<file path="src/hw/rtl/ptsq_pkg.sv">
`timescale 1ns / 1ps
// -----------------------------------------------------------------------------
// ptsq_pkg
// Shared widths, constants, arctangent table and pipeline types for the
// polar to square-clipped XY unit.
// -----------------------------------------------------------------------------
package ptsq_pkg;

   localparam int CORDIC_STEPS = 16;
   localparam int ATAN_LEN     = 24;
   localparam int CORDIC_LEN   = (CORDIC_STEPS > ATAN_LEN) ? ATAN_LEN : CORDIC_STEPS;

   localparam int AZ_W        = 16;
   localparam int DV_W        = 11;
   localparam int POS_W       = 16;
   localparam int WRAP_W      = 18;
   localparam int FOLD_W      = 14;
   localparam int ANGLE_FRAC  = 12;
   localparam int ANG_W       = 27;
   localparam int SCALE_W     = 23;
   localparam int VEC_W       = DV_W + SCALE_W;
   localparam int XY_W        = 17;
   localparam int ROUND_SHIFT = 16;
   localparam int NUM_W       = 30;
   localparam int DEN_W       = 16;
   localparam int QUO_W       = 16;
   localparam int CLIP_STAGES = 4;

   localparam int TURN_UNITS    = 23040;
   localparam int HALF_UNITS    = 11520;
   localparam int QUARTER_UNITS = 5760;
   localparam int START_SCALE   = 1440803;
   localparam int EDGE_Q8       = 25600;

   localparam int REQ_DATA_W = 32;
   localparam int RSP_DATA_W = 32;

   function automatic logic signed [ANG_W-1:0] atan_units(input int idx);
      logic signed [ANG_W-1:0] val;
      case (idx)
         0:       val = ANG_W'(11796480);
         1:       val = ANG_W'(6963869);
         2:       val = ANG_W'(3679517);
         3:       val = ANG_W'(1867780);
         4:       val = ANG_W'(937515);
         5:       val = ANG_W'(469214);
         6:       val = ANG_W'(234664);
         7:       val = ANG_W'(117339);
         8:       val = ANG_W'(58671);
         9:       val = ANG_W'(29335);
         10:      val = ANG_W'(14668);
         11:      val = ANG_W'(7334);
         12:      val = ANG_W'(3667);
         13:      val = ANG_W'(1833);
         14:      val = ANG_W'(917);
         15:      val = ANG_W'(458);
         16:      val = ANG_W'(229);
         17:      val = ANG_W'(115);
         18:      val = ANG_W'(57);
         19:      val = ANG_W'(29);
         20:      val = ANG_W'(14);
         21:      val = ANG_W'(7);
         22:      val = ANG_W'(4);
         23:      val = ANG_W'(2);
         default: val = '0;
      endcase
      return val;
   endfunction

   typedef struct packed {
      logic                    valid;
      logic signed [XY_W-1:0]  x;
      logic signed [XY_W-1:0]  y;
   } xy_type;

   typedef struct packed {
      logic                    valid;
      logic                    clip;
      logic                    sel_y;
      logic                    neg;
      logic [NUM_W-1:0]        num;
      logic [DEN_W-1:0]        den;
      logic signed [XY_W-1:0]  x;
      logic signed [XY_W-1:0]  y;
   } div_in_type;

endpackage

</file>
<file path="src/hw/rtl/ptsq_div.sv">
`timescale 1ns / 1ps
// -----------------------------------------------------------------------------
// ptsq_div
// Pipelined restoring divider, one quotient bit per stage, followed by a stage
// that signs the quotient and writes it into the clipped point.
// -----------------------------------------------------------------------------
module ptsq_div (
   input  logic                 clock,
   input  logic                 reset,
   input  logic                 en,
   input  ptsq_pkg::div_in_type din,
   output ptsq_pkg::xy_type     dout
);
   import ptsq_pkg::*;

   typedef struct packed {
      logic                    valid;
      logic                    clip;
      logic                    sel_y;
      logic                    neg;
      logic [NUM_W-1:0]        rem;
      logic [QUO_W-1:0]        quo;
      logic [DEN_W-1:0]        den;
      logic signed [XY_W-1:0]  x;
      logic signed [XY_W-1:0]  y;
   } step_type;

   step_type step_src [QUO_W];
   step_type step_in  [QUO_W];
   step_type step_ff  [QUO_W];
   xy_type   out_in;
   xy_type   out_ff;

   always_comb begin
      step_src[0].valid = din.valid;
      step_src[0].clip  = din.clip;
      step_src[0].sel_y = din.sel_y;
      step_src[0].neg   = din.neg;
      step_src[0].rem   = din.num;
      step_src[0].quo   = '0;
      step_src[0].den   = din.den;
      step_src[0].x     = din.x;
      step_src[0].y     = din.y;
      for (int j = 1; j < QUO_W; j++) begin
         step_src[j] = step_ff[j-1];
      end
   end

   // restoring step: bit QUO_W-1-j of the quotient
   always_comb begin
      logic [NUM_W:0] trial;
      for (int j = 0; j < QUO_W; j++) begin
         step_in[j] = step_src[j];
         trial = (NUM_W+1)'(step_src[j].den) << (QUO_W - 1 - j);
         if ({1'b0, step_src[j].rem} >= trial) begin
            step_in[j].rem = step_src[j].rem - trial[NUM_W-1:0];
            step_in[j].quo[QUO_W-1-j] = 1'b1;
         end
      end
   end

   always_comb begin
      logic signed [XY_W-1:0] qs;
      qs = $signed({1'b0, step_ff[QUO_W-1].quo});
      if (step_ff[QUO_W-1].neg) begin
         qs = -qs;
      end
      out_in.valid = step_ff[QUO_W-1].valid;
      out_in.x     = step_ff[QUO_W-1].x;
      out_in.y     = step_ff[QUO_W-1].y;
      if (step_ff[QUO_W-1].clip) begin
         if (step_ff[QUO_W-1].sel_y) begin
            out_in.y = qs;
         end else begin
            out_in.x = qs;
         end
      end
   end

   always_ff @(posedge clock) begin
      if (reset) begin
         for (int j = 0; j < QUO_W; j++) begin
            step_ff[j].valid <= 1'b0;
         end
         out_ff.valid <= 1'b0;
      end else if (en) begin
         for (int j = 0; j < QUO_W; j++) begin
            step_ff[j] <= step_in[j];
         end
         out_ff <= out_in;
      end
   end

   assign dout = out_ff;

endmodule

</file>
<file path="config.mk">
export PLATFORM = sky130hd
export DESIGN_NAME = ptsq_div
export DESIGN_NICKNAME = d
export VERILOG_FILES = /design/src/hw/rtl/ptsq_pkg.sv /design/src/hw/rtl/ptsq_div.sv
export SDC_FILE = /design/constraint.sdc
export NUM_CORES = 2
export LEC_CHECK = 0
export BUFFER_PORTS_ARGS = -buffer_cell sky130_fd_sc_hd__buf_2
export CORE_AREA = 5 5 328 330
export DETAILED_ROUTE_END_ITERATION = 8
export DIE_AREA = 0 0 333 335
export HOLD_SLACK_MARGIN = 0.12
export PLACE_DENSITY = 0.76
export SYNTH_ARGS = -nofsm -noshare
export SYNTH_HDL_FRONTEND = slang
export SYNTH_SLANG_ARGS = --single-unit
</file>
<file path="constraint.sdc">
create_clock -name clock -period 61.7 [get_ports clock]
set_input_delay 9.255 -clock clock [delete_from_list [all_inputs] [get_ports clock]]
set_output_delay 9.255 -clock clock [all_outputs]
set_load 0.03 [all_outputs]
</file>
After elaboration in Yosys (flattened, before gate mapping)
Memory sizes are Yosys's and may differ from the RTL's.
Index checks and enable logic that the tools add are counted.
- reduce and logical (&&, ||, !) cells: 1
- muxes and demuxes: 56
- $lt $le $gt $ge: 16
- bitwise operators: 17
- add/subtract/negate cells: 17
- operators with widths (cell ; count):
    2-to-1 mux 30 bit ; 15
    subtractor 30 bit ; 2
    2-to-1 mux 17 bit ; 3
    2-to-1 mux 1 bit ; 36
    2-to-1 mux 34 bit ; 1
    >= comparator 30 x 31 -> 1 bit ; 1
    2-to-1 mux 31 bit ; 1
    >= comparator 30 x 16 -> 1 bit ; 1
    >= comparator 30 x 17 -> 1 bit ; 1
    >= comparator 30 x 18 -> 1 bit ; 1
    >= comparator 30 x 19 -> 1 bit ; 1
    >= comparator 30 x 20 -> 1 bit ; 1
    >= comparator 30 x 21 -> 1 bit ; 1
    >= comparator 30 x 22 -> 1 bit ; 1
    >= comparator 30 x 23 -> 1 bit ; 1
    >= comparator 30 x 24 -> 1 bit ; 1
    >= comparator 30 x 25 -> 1 bit ; 1
    >= comparator 30 x 26 -> 1 bit ; 1
    >= comparator 30 x 27 -> 1 bit ; 1
    >= comparator 30 x 28 -> 1 bit ; 1
    >= comparator 30 x 29 -> 1 bit ; 1
    >= comparator 30 bit ; 1
    subtractor 30 x 16 -> 30 bit ; 1
    subtractor 30 x 17 -> 30 bit ; 1
    16 further kinds ; 31
- input bits: 87
- bits in writable memories: 1600
- word-level logic and storage cells: 111
- memories kept: 1
- flip-flop bits (word level): 35
- output and inout bits: 35
- memories (memory ; depth ; width ; read ports ; clocked after memory_dff ; write ports ; RTL line ; source):
    step_ff ; 16 ; 100 ; 16 ; 0 ; 16 ; ptsq_div.sv:30 ; step_type step_ff [QUO_W];

Longest topological paths before layout
An unclocked memory read counts as a cell.
- depth after elaboration: 5
- depth in mapped cells: 14
- mapped depth without buffers: 13

Worst setup path before layout
No wires, ideal clock.
- kind: in2reg
- from: input port en
- to: memory step_ff[0][199] (netlist bit), data pin
- stages on the path: 3
- path buffers: 1
- arrival: 50.981 ns
- setup slack: 10.362 ns
- data required time: 61.343 ns
- setup time: 0.357 ns
- path through: nor2b_1 > clkbuf_1 > and2_1
- RTL lines (item ; RTL line ; source):
    start: declaration ; ptsq_div.sv:10 ; input logic en,
    end: declaration ; ptsq_div.sv:30 ;

==> impl_summary.md <==
Outcome
The flow ran to the end, and the final reports show no timing, DRC or antenna violations.

Placement
The final HPWL from detailed placement is 66700 um. Buffers placed on the I/O ports in this run total 121. Prior to clock tree synthesis, the placed netlist has a worst setup slack of 48.23 ns. At the end of routability-driven placement, the weighted congestion stood at 0.876. The total cell area at the placement stage is 0.0645 mm^2. Including well taps, the total number of placed cells is 5708.

Power
In this run the power density over the cells is 32.4 mW/mm^2. The internal power is 1.73 mW. Net switching is 22.6% of the power. The largest vdd supply drop is 0.0000250 V. Of the total power, combinational logic draws 9.5%. The analysis attributes to cell leakage a power of 25.3 nW. In this run, the clock network consumes 37.6% of the power. The switching component of the power is 506 uW.

The sequential fraction of design power is 52.9%.

Global route
The highest-utilization routing layer at the global route stage is met2. The number of global-route vias before repair is 34000. The global routing usage on met3 is 2.94%. The overall routing resource usage is 18.5%. The initial antenna violation count came to 1.

The remaining global-route overflow is 0. The first global-routing pass estimated 168000 um of wire. Entering global routing, the biggest net connects 199 pins. The routing usage on met2 is 35.2%. The global routing met1 resource utilization is 20.5%.

Worst setup path
The kind of end point of the critical path is a register. The highest fanout seen on the critical path is 185. The kind of start point of the critical path is an input port.

Data on the critical path arrives at its endpoint at 13.09 ns. For the worst setup path, the data required time is 62.05 ns. The worst setup path is of the in -> reg kind.

Logic synthesis
Yosys attributes the largest share of cell area to edfxtp_1 (71%), ha_1 (5.2%), a21oi_1 (2.2%), xnor2_1 (2.2%), inv_1 (2.0%). Dividing the synthesized area by the synthesized cell count gives 14.7 um^2. The count of state elements after synthesis is 1469. The largest area contributor in the netlist is edfxtp_1. The number of unique standard cell types used by synthesis is 94.

Counting flops with a built-in enable in the synthesized netlist gives 1468. Sorting the synthesized cells by how often they occur yields edfxtp_1 (1468), inv_1 (331), a21oi_1 (271), nor2_1 (271), ha_1 (256). The number of standard cells after synthesis is 4236. The number of nets in the synthesized netlist is 4594. The sequential-to-total area share from yosys stat is 71.0%.

The flip-flop cell with the highest count after synthesis is edfxtp_1. After synthesis, the share of flip-flops with an asynchronous set or reset is 0%. The area fraction of the dominant cell type after synthesis is 71.0%. The most instantiated library cell after synthesis is edfxtp_1. Yosys printed 0 warnings. In this run the cell area of the synthesized design comes to 0.0621 mm^2.

Route
The number of nets with antenna violations after routing is 0. The mean routed wirelength per cell is 17.2 um. For this run, design rule violations remaining after detail routing come to 0.

The final wirelength is 103000 um. The detailed-route vias per instance is 5.53. The total iterations of the first detailed-routing run is 7.

The first-iteration detailed-routing DRC count is 2123. The via total after detailed routing is 33000.

Timing
The worst-case hold slack is 0.401 ns. Static timing analysis puts the maximum clock frequency at 78.5 MHz. Headroom to the max-slew limit came out at 25.2%. Setup violations remaining at the end of the flow were counted as 0. The final critical path takes up 20.7% of the cycle. The worst clock skew is 0.0249 ns. The worst path meets setup with 48.96 ns of slack. Setup repair after global routing left no endpoint under its margin. In the final timing run, aggregate negative setup slack is 0 ns.

The slew at the pin closest to its max-slew limit is 1.12 ns. The total count of hold-check failures in the final report came to 0. The final number of max-transition violations was 0. The time the final worst path needs with I/O delays and setup is 12.74 ns.

Min path
The worst hold-check path type is reg -> reg.

Clock tree
After clock tree synthesis, the repair step resized 0 gates. The H-tree generated during clock tree synthesis spans 4 levels. Clock tree synthesis selected as its root buffer the cell clkbuf_16. The later pin in the worst-skew pair is clocked with a latency of 0.74 ns. After clock tree synthesis, the clock-pin slew on the worst setup and hold paths is 0.06 ns. TritonCTS built the clock tree. Counting every sink on the clock net gives 1469. The total setup buffers inserted after CTS is 0. The hold-fix buffer count after cts is 0. The maximum count of clock buffers along a single path is 3. The number of clock buffers inserted by TritonCTS is 146.

Floorplan
The region available for standard cell placement spans 0.105 mm^2. The width of the chip is 333 um. The die is 335 um tall. The area of the die is 0.112 mm^2. Row generation in the floorplan step produced 119 rows.

The number of placed I/O pins is 122. For this configuration, the core starts out at a cell density of 59.4%.

Final layout
The net count reported at finish is 4823. Cells with a size suffix above 1 make up 10.2% of the layout. Relative to the synthesized area, the layout overhead comes to 11.1%. After the flow finishes, the layout carries non-filler instances totaling 5969. After filler insertion, the fill cell instance count of the layout stands at 7121. The final design area excluding fillers is 0.0690 mm^2.

Run
The tool flagged a number of max-cap violations equal to 0.
==> area by class of cell <==
cell class / count / area (um^2) / area share [%]
clock buffer: 179 / 3860 / 5.60
tap: 1391 / 1740 / 2.52
timing repair buffer: 148 / 858 / 1.24
multi-input combinational: 2369 / 16500 / 23.9
inverter: 331 / 1240 / 1.80
clock inverter: 81 / 694 / 1.01
sequential: 1469 / 44100 / 63.9
antenna: 1 / 2.50 / 0.00363
==> cells in the final DEF, fill, tap and decap left out, types with 39 or more instances in the layout <==
cell type	n
edfxtp_1	1468
inv_1	331
a21oi_1	270
nor2_1	270
ha_1	256
nand2_1	234
o21ai_0	199
xnor2_1	153
clkbuf_16	150
xor2_1	134
buf_2	121
a21o_1	97
mux2_2	66
nor3_1	63
nand3_1	63
nor2b_1	47
nand2b_1	40
nor4_1	39
==> sequential cells by signal, indices dropped and copies added, names as in the netlist <==
| signal | count |
|---|---|
| step_ff | 1434 |
| dout | 35 |
==> per-layer routing <==
| layer | vias to the layer above | wire (um) |
|---|---|---|
| li1 | 16300 | - |
| met1 | 15800 | 38700 |
| met2 | 757 | 55500 |
| met3 | 279 | 3710 |
| met4 | 0 | 4790 |
| met5 | - | 0 |
==> power by group through the flow <==
stage	sequential, mW	clock (mW)	combinational [mW]
6_report	1.18	0.842	0.213
3_5_place_dp	1.20	0	0.209
4_1_cts	1.18	0.863	0.212
3_3_place_gp	1.20	0	0.203
2_1_floorplan	1.28	0	0.163
5_1_grt	1.19	0.908	0.237
==> worst max-delay path: stages <==
cell and delay [ns]:
buf_2 0.16, nor2b_4 0.25, buf_12 0.67, buf_12 0.63, buf_4 0.82, buf_4 0.93
==> path summary, 6_finish.rpt <==
kind	startpoint	cells after the start	slack [ns]	end
worst max register to register	step_ff[0][278]$_DFFE_PP_	13	57.59	step_ff[0][386]$_DFFE_PP_
worst min-delay path	step_ff[0][631]$_DFFE_PP_	0	0.40	step_ff[0][731]$_DFFE_PP_
worst max-delay path	reset	6	48.96	step_ff[1][589]$_DFFE_PP_
worst min register to register	step_ff[0][631]$_DFFE_PP_	0	0.40	step_ff[0][731]$_DFFE_PP_
==> metrics by stage <==
stage / util [%] / power (mW)
global placement: 61.7 / 1.40
detailed placement: 61.7 / 1.41
global route: 66.0 / 2.33
floorplan: - / 1.44
finish: 66.0 / 2.24
CTS: 66.0 / 2.26
==> kinds of logic (layout without fill, tap and decap cells) <==
kind of cell	Yosys count	after routing	synth area share, %
DFF	1469	1469	71.0
muxes	70	70	1.26
adders and majority gates	271	271	5.64
buffers and inverters	398	739	2.49
xor gates and xnor gates	287	287	4.05
other	0	1	0
and+or+nand+nor	941	941	7.50
AOI/OAI and AO/OA	800	800	8.07
No activity file was read; power rests on OpenSTA's default activity.
